==> src/hw/rtl/lswc_pkg.sv <==
// ----------------------------------------------------------------------------
// lswc_pkg
// shared types and constants for the lifo stack with match count
// ----------------------------------------------------------------------------
package lswc_pkg;

   localparam int DEPTH_DEFAULT = 64;
   localparam int DATA_W        = 32;
   localparam int FILL_W        = 7;
   localparam int STATUS_W      = 2;

   typedef enum logic [1:0] {
      OP_PUSH  = 2'd0,
      OP_POP   = 2'd1,
      OP_PEEK  = 2'd2,
      OP_COUNT = 2'd3
   } op_type;

   localparam logic [STATUS_W-1:0] STATUS_OK    = 2'd0;
   localparam logic [STATUS_W-1:0] STATUS_FULL  = 2'd1;
   localparam logic [STATUS_W-1:0] STATUS_EMPTY = 2'd2;

   typedef struct packed {
      op_type                    operation;
      logic signed [DATA_W-1:0]  operand;
   } req_type;

   typedef struct packed {
      logic signed [DATA_W-1:0]  result_value;
      logic [STATUS_W-1:0]       status;
      logic [FILL_W-1:0]         fill_level;
   } rsp_type;

   // shift commands to the cell ring
   typedef struct packed {
      logic shift_down;   // push: every cell takes its upper neighbour, the top cell the operand
      logic shift_up;     // pop or rotate: every cell takes its lower neighbour
   } shift_ctrl_type;

endpackage

==> src/hw/rtl/lswc_cell.sv <==
// ----------------------------------------------------------------------------
// lswc_cell
// one storage cell of the stack ring
// ----------------------------------------------------------------------------
module lswc_cell
   import lswc_pkg::*;
(
   input  logic                      clock,
   input  shift_ctrl_type            shift,
   input  logic signed [DATA_W-1:0]  from_above,
   input  logic signed [DATA_W-1:0]  from_below,
   output logic signed [DATA_W-1:0]  data
);

   logic signed [DATA_W-1:0] data_ff;
   logic signed [DATA_W-1:0] data_in;

   always_comb begin
      data_in = data_ff;
      if (shift.shift_down) begin
         data_in = from_above;
      end else if (shift.shift_up) begin
         data_in = from_below;
      end
   end

   always_ff @(posedge clock) begin
      data_ff <= data_in;
   end

   assign data = data_ff;

endmodule

==> src/hw/rtl/lswc_seq.sv <==
// ----------------------------------------------------------------------------
// lswc_seq
// command sequencer: fill count, count walk and result register
// ----------------------------------------------------------------------------
module lswc_seq
   import lswc_pkg::*;
#(
   parameter int DEPTH = DEPTH_DEFAULT
)
(
   input  logic                      clock,
   input  logic                      reset,
   input  logic                      req_valid,
   output logic                      req_ready,
   input  req_type                   req,
   output logic                      rsp_valid,
   input  logic                      rsp_ready,
   output rsp_type                   rsp,
   input  logic signed [DATA_W-1:0]  top_data,
   output shift_ctrl_type            shift
);

   localparam int CntW = $clog2(DEPTH + 1);
   localparam logic [CntW-1:0] DepthCnt = CntW'(DEPTH);
   localparam logic [CntW-1:0] OneCnt   = CntW'(1);

   typedef enum logic {
      ST_IDLE,
      ST_COUNT
   } state_type;

   state_type                 state_ff,  state_in;
   logic [CntW-1:0]           fill_ff,   fill_in;
   logic [CntW-1:0]           step_ff,   step_in;
   logic [CntW-1:0]           match_ff,  match_in;
   logic signed [DATA_W-1:0]  key_ff,    key_in;
   logic                      rsp_valid_ff, rsp_valid_in;
   rsp_type                   rsp_ff,    rsp_in;

   logic                      rsp_free;
   logic [CntW-1:0]           fill_inc;
   logic [CntW-1:0]           fill_dec;
   logic [CntW+FILL_W-1:0]    lvl_cur_wide;
   logic [CntW+FILL_W-1:0]    lvl_inc_wide;
   logic [CntW+FILL_W-1:0]    lvl_dec_wide;
   logic [CntW+DATA_W-1:0]    match_wide;

   assign fill_inc     = fill_ff + OneCnt;
   assign fill_dec     = fill_ff - OneCnt;
   assign lvl_cur_wide = {{FILL_W{1'b0}}, fill_ff};
   assign lvl_inc_wide = {{FILL_W{1'b0}}, fill_inc};
   assign lvl_dec_wide = {{FILL_W{1'b0}}, fill_dec};
   assign match_wide   = {{DATA_W{1'b0}}, match_ff};

   assign rsp_free  = !rsp_valid_ff || rsp_ready;
   assign req_ready = (state_ff == ST_IDLE) && rsp_free;

   always_comb begin
      state_in     = state_ff;
      fill_in      = fill_ff;
      step_in      = step_ff;
      match_in     = match_ff;
      key_in       = key_ff;
      rsp_in       = rsp_ff;
      rsp_valid_in = rsp_valid_ff && !rsp_ready;
      shift        = '0;

      unique case (state_ff)
         ST_IDLE: begin
            if (req_valid && req_ready) begin
               rsp_in.result_value = '0;
               rsp_in.status       = STATUS_OK;
               rsp_in.fill_level   = lvl_cur_wide[FILL_W-1:0];
               rsp_valid_in        = 1'b1;
               unique case (req.operation)
                  OP_PUSH: begin
                     if (fill_ff == DepthCnt) begin
                        rsp_in.status = STATUS_FULL;
                     end else begin
                        shift.shift_down  = 1'b1;
                        fill_in           = fill_inc;
                        rsp_in.fill_level = lvl_inc_wide[FILL_W-1:0];
                     end
                  end
                  OP_POP: begin
                     if (fill_ff == '0) begin
                        rsp_in.status = STATUS_EMPTY;
                     end else begin
                        shift.shift_up      = 1'b1;
                        fill_in             = fill_dec;
                        rsp_in.result_value = top_data;
                        rsp_in.fill_level   = lvl_dec_wide[FILL_W-1:0];
                     end
                  end
                  OP_PEEK: begin
                     if (fill_ff == '0) begin
                        rsp_in.status = STATUS_EMPTY;
                     end else begin
                        rsp_in.result_value = top_data;
                     end
                  end
                  OP_COUNT: begin
                     rsp_in       = rsp_ff;
                     rsp_valid_in = 1'b0;
                     key_in       = req.operand;
                     step_in      = '0;
                     match_in     = '0;
                     state_in     = ST_COUNT;
                  end
                  default: begin
                     rsp_valid_in = 1'b0;
                  end
               endcase
            end
         end
         ST_COUNT: begin
            if (step_ff != DepthCnt) begin
               // rotate once; the cell at the top holds the entry step_ff below top
               shift.shift_up = 1'b1;
               step_in        = step_ff + OneCnt;
               if ((top_data == key_ff) && (step_ff < fill_ff)) begin
                  match_in = match_ff + OneCnt;
               end
            end else if (rsp_free) begin
               rsp_in.result_value = match_wide[DATA_W-1:0];
               rsp_in.status       = STATUS_OK;
               rsp_in.fill_level   = lvl_cur_wide[FILL_W-1:0];
               rsp_valid_in        = 1'b1;
               state_in            = ST_IDLE;
            end
         end
         default: begin
            state_in = ST_IDLE;
         end
      endcase
   end

   always_ff @(posedge clock) begin
      if (reset) begin
         state_ff     <= ST_IDLE;
         fill_ff      <= '0;
         rsp_valid_ff <= 1'b0;
      end else begin
         state_ff     <= state_in;
         fill_ff      <= fill_in;
         rsp_valid_ff <= rsp_valid_in;
      end
      step_ff  <= step_in;
      match_ff <= match_in;
      key_ff   <= key_in;
      rsp_ff   <= rsp_in;
   end

   assign rsp_valid = rsp_valid_ff;
   assign rsp       = rsp_ff;

endmodule

==> src/hw/rtl/lifo_stack_with_count.sv <==
// ----------------------------------------------------------------------------
// lifo_stack_with_count
// lifo stack of signed words held in a ring of cells, with a match count
// ----------------------------------------------------------------------------
// push, pop and peek: result registered, valid in the cycle after the transaction
// count: DEPTH rotations of the cell ring, one per cycle, then the result is registered when the output is free
// next transaction taken once the previous command has finished and its result
// is leaving or gone: push, pop and peek one per cycle while rsp_ready is high
// reset empties the stack at once; cell contents are not cleared
module lifo_stack_with_count
   import lswc_pkg::*;
#(
   parameter int DEPTH = DEPTH_DEFAULT
)
(
   input  logic     clock,
   input  logic     reset,
   input  logic     req_valid,
   output logic     req_ready,
   input  req_type  req,
   output logic     rsp_valid,
   input  logic     rsp_ready,
   output rsp_type  rsp
);

   // cell 0 is the top of stack; the ring closes from the last cell back to cell 0
   logic signed [DATA_W-1:0] cell_data [DEPTH];
   shift_ctrl_type           shift;

   // sequencer: fill count, command decode, count walk and output register
   lswc_seq #(
      .DEPTH (DEPTH)
   ) u_seq (
      .clock     (clock),
      .reset     (reset),
      .req_valid (req_valid),
      .req_ready (req_ready),
      .req       (req),
      .rsp_valid (rsp_valid),
      .rsp_ready (rsp_ready),
      .rsp       (rsp),
      .top_data  (cell_data[0]),
      .shift     (shift)
   );

   // the chain of cells
   // push shifts every entry one place down and loads the operand on top
   // pop shifts every entry one place up; the last cell takes the old top
   // count rotates the ring DEPTH times, so the stack ends where it started
   for (genvar i = 0; i < DEPTH; i++) begin : g_cell
      logic signed [DATA_W-1:0] above;

      if (i == 0) begin : g_top
         assign above = req.operand;
      end else begin : g_inner
         assign above = cell_data[i-1];
      end

      lswc_cell u_cell (
         .clock      (clock),
         .shift      (shift),
         .from_above (above),
         .from_below (cell_data[(i + 1) % DEPTH]),
         .data       (cell_data[i])
      );
   end

endmodule
==> config.mk <==
export PLATFORM = sky130hd
export DESIGN_NAME = lifo_stack_with_count
export DESIGN_NICKNAME = d
export VERILOG_FILES = /design/src/hw/rtl/lswc_pkg.sv /design/src/hw/rtl/lswc_cell.sv /design/src/hw/rtl/lswc_seq.sv /design/src/hw/rtl/lifo_stack_with_count.sv
export SDC_FILE = /design/constraint.sdc
export NUM_CORES = 2
export LEC_CHECK = 0
export BUFFER_PORTS_ARGS = -buffer_cell sky130_fd_sc_hd__clkbuf_2
export CAP_MARGIN = 20
export CORE_MARGIN = 5
export CORE_UTILIZATION = 41
export DETAILED_ROUTE_END_ITERATION = 12
export HOLD_SLACK_MARGIN = 0.15
export PLACE_DENSITY = 0.61
export SLEW_MARGIN = 20
export SYNTH_ARGS = -nofsm -noshare
export SYNTH_HDL_FRONTEND = slang
export SYNTH_SLANG_ARGS = --single-unit
==> constraint.sdc <==
create_clock -name clock -period 158.7 [get_ports clock]
set_input_delay 15.87 -clock clock [delete_from_list [all_inputs] [get_ports clock]]
set_output_delay 15.87 -clock clock [all_outputs]
set_load 0.01 [all_outputs]
* Word level (Yosys, flattened, before mapping) *
Cells that the tools add are included.
Widths: inputs -> output; s select.

word-level totals
  flip-flop bits (word level) = 2144
  bits of input ports = 38
  output and inout port bits = 43
  logic and storage cells = 275

operators by class
  $add $sub $neg = 4
  order comparisons = 1
  eq/ne operators = 13
  multiplexer cells = 166
  bitwise gates (word level) = 1
  reductions and logical operators = 17

operators by type and width
  kind                 count
  $mux 32              129
  $mux 41              3
  $pmux 41 s2          1
  $pmux 32 s2          1
  $mux 7               7
  $pmux 7 s2           3
  $eq 32x32->1         1
  $add 7x1->7 const B  3
  $pmux 7 s3           1
  $mux 1               15
  $ne 2x2->1 const B   7
  $reduce_and 3->1     3
  $reduce_and 4->1     2
  $eq 7x7->1 const B   1
  $logic_not 7->1      1
  $lt 7x7->1           1
  $ne 7x7->1 const B   1
  $sub 7x1->7 const B  1
  $pmux 1 s2           3
  $eq 2x2->1 const B   2
  $logic_and 1x1->1    4
  $mux 2               2
  $pmux 2 s2           1
  $reduce_bool 2->1    2
  6 further kinds      7

* Depth between registers and ports, before layout *
  depth in word-level cells = 8
  gate-level depth with buffers = 10
  depth with buffers taken out = 7

* By module *
Synthesis repeated with hierarchy kept, for this count alone.

second synthesis, totals
  cell total of the unflattened synthesis = 4791
  area, all modules = 101104.5 sq um

modules (own cells, without submodules)
  module     instances  cells each  area an instance (sq um)  seq. area each (sq um)
  lswc_cell  64         69          1507.7                    960.9
  lswc_seq   1          375         4611.9                    2792.7

* Least setup slack after synthesis *
OpenSTA, ideal clock, no wires.

  path kind = in2reg
  start = input rsp_ready
  end = register g_cell[0].u_cell.data_ff[0] (enable)
  setup time = 13.931 ns
  arrival = 50.035 ns
  data required time = 144.769 ns
  setup slack = 94.734 ns
  stages on the path = 8
  buffers on the path = 3
  cell sequence = nor2b_1 > nor3b_1 > and3_1 > buf_2 > buf_2 > buf_2 > a21oi_1 > nand2_1

on the way
  longest elaborated chain between the ends = 6
  elaborated cells on any way between the ends = 7
  classes of those cells = mux: 3; reduce/logical: 4

ends and longest elaborated chain
  what                                         RTL line                     RTL
  from (decl)                                  lifo_stack_with_count.sv:22  input logic rsp_ready,
  $logic_or 1x1->1 (*)                         lswc_seq.sv:55               assign rsp_free = !rsp_valid_ff || rsp_ready;
  $logic_and 1x1->1 (*)                        lswc_seq.sv:56               assign req_ready = (state_ff == ST_IDLE) && rsp_free;
  $logic_and 1x1->1 (*)                        lswc_seq.sv:70               if (req_valid && req_ready) begin
  $mux 2 (*)                                   lswc_seq.sv:70
  $pmux 1 s2 / $mux 1 (equally long branches)  lswc_seq.sv:68               unique case (state_ff)
  $reduce_bool 2->1 (no source line) (*)       n/a
  to (signal assigned)                         lswc_cell.sv:28              data_ff <= data_in;
  to (decl)                                    lswc_cell.sv:15              logic signed [DATA_W-1:0] data_ff;

Mark *: on every way between the ends. The rest lies on a longest branch, timed or not.
A chain may end at the register's enable or synchronous reset.

* Final worst setup path *
  start = input rsp_ready
  end = output req_ready

on the way
  longest elaborated chain between the ends = 2

ends and longest elaborated chain
  what               RTL line                     RTL
  $logic_or 1x1->1   lswc_seq.sv:55
  $logic_and 1x1->1  lswc_seq.sv:56
  to (decl)          lifo_stack_with_count.sv:19  output logic req_ready,

Every way passes these cells.

==> results by group <==
Routing
  – Post-route ant nets: 0
  – Final WL: 148600 um
  – Via count: approximately 40000
  – DRT iter0 DRCs: 3279
  – Top Layer Used: met5
  – Met3 Routed Length: 6884 um
  – Met2 Routed Length: 63810 um
  – TritonRoute pass-1 iters: 7
  – DRC: 0
  – M1 WL: 74880 um
  – Wire per inst: around 18 um
  – Vias/cell: ~5.0

STA
  – Final Hold Viols: 0
  – Slew HR: 21.84%
  – Setup TNS: 0 ps
  – Worst-Margin Slew: 1172 ps
  – RSZ-0062 raised after global routing: no
  – Minimum clock period: between 30000 and 40000 ps
  – Clk_skew: 68.53 ps
  – Final setup vio count: 0
  – Max Fclk: 30.75 MHz
  – Fin crit share: about a fifth
  – Pins Over Slew Limit: 0
  – Hold WS: roughly 540 ps

Clock tree
  – CTS root buf: clkbuf_16
  – Clock sink count: 2144
  – CTS resizes: 0
  – H-tree levels: 4
  – Worst-path clk slew: 60 ps
  – Num CTS Buffers: roughly 230
  – Skew-Pair Late Insertion Delay: 860 ps
  – Setup Buffers After CTS: 0
  – CTS tree: built
  – Hold Buf Count CTS: 0
  – Deepest clock path buffer count: 3

Layout
  – Synth-to-layout area growth: 9.991%
  – Area of the multi-input gates: 0.03111 mm2
  – # fillers: 19987
  – Commonest non-fill, non-tap cell in the layout: edfxtp_1
  – Most frequent cells in the layout: edfxtp_1 (2135), mux2_4 (1700), mux2_2 (348)
  – Layout Nets: 4861
  – Register Area: roughly 0.064 mm2
  – Final core occ: 45.27%
  – Layout cell share with drive strength beyond 1: 49.94%
  – Non-filler cells, final: 8176

Yosys
  – Post-synth top flop: edfxtp_1
  – Post-Syn Instances: 4684
  – Syn Nets: 4737
  – Seq/Total Area, Yosys: 65.73%
  – Count of cell types in the netlist: 50
  – EDFF count, synth: about 2100
  – Post-synth ARST share: 0%
  – Netlist Area Pre-Place: 0.09781 mm2
  – Number of synthesized register bits: about 2100
  – Top cells by area, synth: edfxtp_1 (66%), mux2_4 (26%), mux2_2 (4.0%), buf_6 (2.2%), xnor2_1 (0.37%)
  – Leading area contributor after synthesis: edfxtp_1
  – Yosys top cell area share: between 60% and 70%
  – Synth Warn #: 0
  – Synthesized area per cell: 20.88 um2

Run
  – Max_cap viols: 0

Setup path
  – Critical path class: input pin to primary output
  – FF-to-FF path depth: 12
  – Reg-to-reg setup timing slack: 150570 ps
  – RR Endpoint: g_cell[46].u_cell.data[26]
  – Crit path max fanout: 6
  – Worst R2R Start: u_seq.fill_ff[0]
  – WP data required: 142830 ps
  – Setup crit end kind: primary output
  – Arrival @ worst endpoint: around 17000 ps
  – Startpoint Class: input pin

Min path
  – WHS Path Cells: 1
  – Hold Crit Start: g_cell[63].u_cell.data[10]
  – Hold Path Class: flop to flop
  – Hold EP: g_cell[62].u_cell.data[10]

Place
  – Dpl cells: 7745
  – Routability cong.: approximately 0.73
  – DP HPWL: 82980 um
  – IO Port Bufs: 80

Power and ir drop
  – Switching share of power: roughly 22%
  – Sequential share of power: between 50% and 60%
  – P_int: roughly 1.1 mW
  – Cell Pwr Density: 12.68 mW/mm2
  – Peak VDD IR: around 0.000011 V
  – Sw power: 305.9 uW
  – Clock share of power: between 30 and 40%
  – Leakage power: 37.93 nW
  – Total Power: 1.364 mW
  – Comb power frac: roughly a tenth

Global route
  – Total GRT Usage: 11.28%
  – Initial antenna violation count: 17
  – GRT overflow: 0
  – First-pass GRT wire length: 234800 um
  – Pin count of the biggest net entering global routing: 185
  – Vias in the first global route: around 42000

Die
  – Row cnt: 179
  – Initial Utilization: 41.16%
  – Die height: 498.4 um
  – Die area: roughly 0.25 mm2
  – Die X: 498.4 um
  – Io pins: around 80
  – Core area: around 0.24 mm2

Outcome
  – Status: completed
[worst max path at each step]
stage,startpoint,end,slack [ps],depth (start not counted)
after floorplan,rsp_ready,g_cell[0].u_cell.data[0],94730,8
after global placement,rsp_ready,req_ready,126080,4
after detailed placement,rsp_ready,req_ready,126180,4
after CTS,rsp_ready,req_ready,126180,4
after global routing,rsp_ready,req_ready,126140,4
final,rsp_ready,req_ready,126180,4
[synth_stat cells, drive strengths merged (3+ instances only)]
master and instances:
a21o 3, nand2b 3, a211oi 3, a311oi 3
a221oi 3, nand4 11, edfxtp 2135, and2 27
nor4 3, buf 230, and3 5, nand2 7
a21oi 13, o22ai 3, nor2 29, o21ai 8
a22oi 4, inv 15, dfxtp 9, a22o 7
nor3 7, nand3 14, xnor2 41, ha 15
clkbuf 11, mux2 2048, xor2 7
[stage by stage]
stage | setup WS, ps | instance area, um2
after CTS | 126180 | 107500
after detailed placement | 126180 | 100300
after global routing | 126140 | 107600
after global placement | 126080 | 100300
after floorplan | 94730 | 97810
final | 126180 | 107600
[cell families after synthesis]
group	share of synthesized area, %
DFF	65.73
muxes	30.11
buffers and inverters	2.491
and+or+nand+nor	0.6255
AOI/OAI and AO/OA	0.4170
xor gates and xnor gates	0.4298
adders and majority gates	0.1919
[power groups by stage]
stage / combinational, mW / sequential [mW] / clock [mW]
floorplan: 0.115 / 0.856 / 0
global placement: 0.129 / 0.736 / 0
detailed placement: 0.133 / 0.736 / 0
CTS: 0.134 / 0.726 / 0.527
global route: 0.141 / 0.730 / 0.552
finish: 0.133 / 0.725 / 0.507
[area by class of cell]
| type | instances | share of cell area, % |
|---|---|---|
| clock buffers | 282 | 5.452 |
| repair buffers | 137 | 0.9188 |
| flip-flops and latches | 2144 | 59.76 |
| multi-input cells | 2283 | 28.92 |
| well taps | 3167 | 3.683 |
| inverters | 16 | 0.05583 |
| clock inverters | 136 | 1.180 |
| diodes | 11 | 0.02559 |
[registers in the layout, indices dropped and copies added, names as in the netlist]
register	count
u_seq.rsp_valid	1
u_seq.match_ff	7
u_seq.key_ff	32
u_seq.step_ff	7
u_seq.state_ff	1
u_seq.fill_ff	7
u_seq.rsp	41
g_cell.u_cell.data	2048
[metal layers]
metal / vias to the layer above / track usage, %
li1: 18731 / -
met1: 20955 / 16.93
met2: 553 / 16.31
met3: 220 / 2.802
met4: 14 / 2.990
met5: - / 0
[worst max-delay path, cell delays in order]
cell and delay [ps]:
clkbuf_2 90, nor2b_1 400, nor2_1 130, clkbuf_2 160
(Power assumes the default switching activity.)
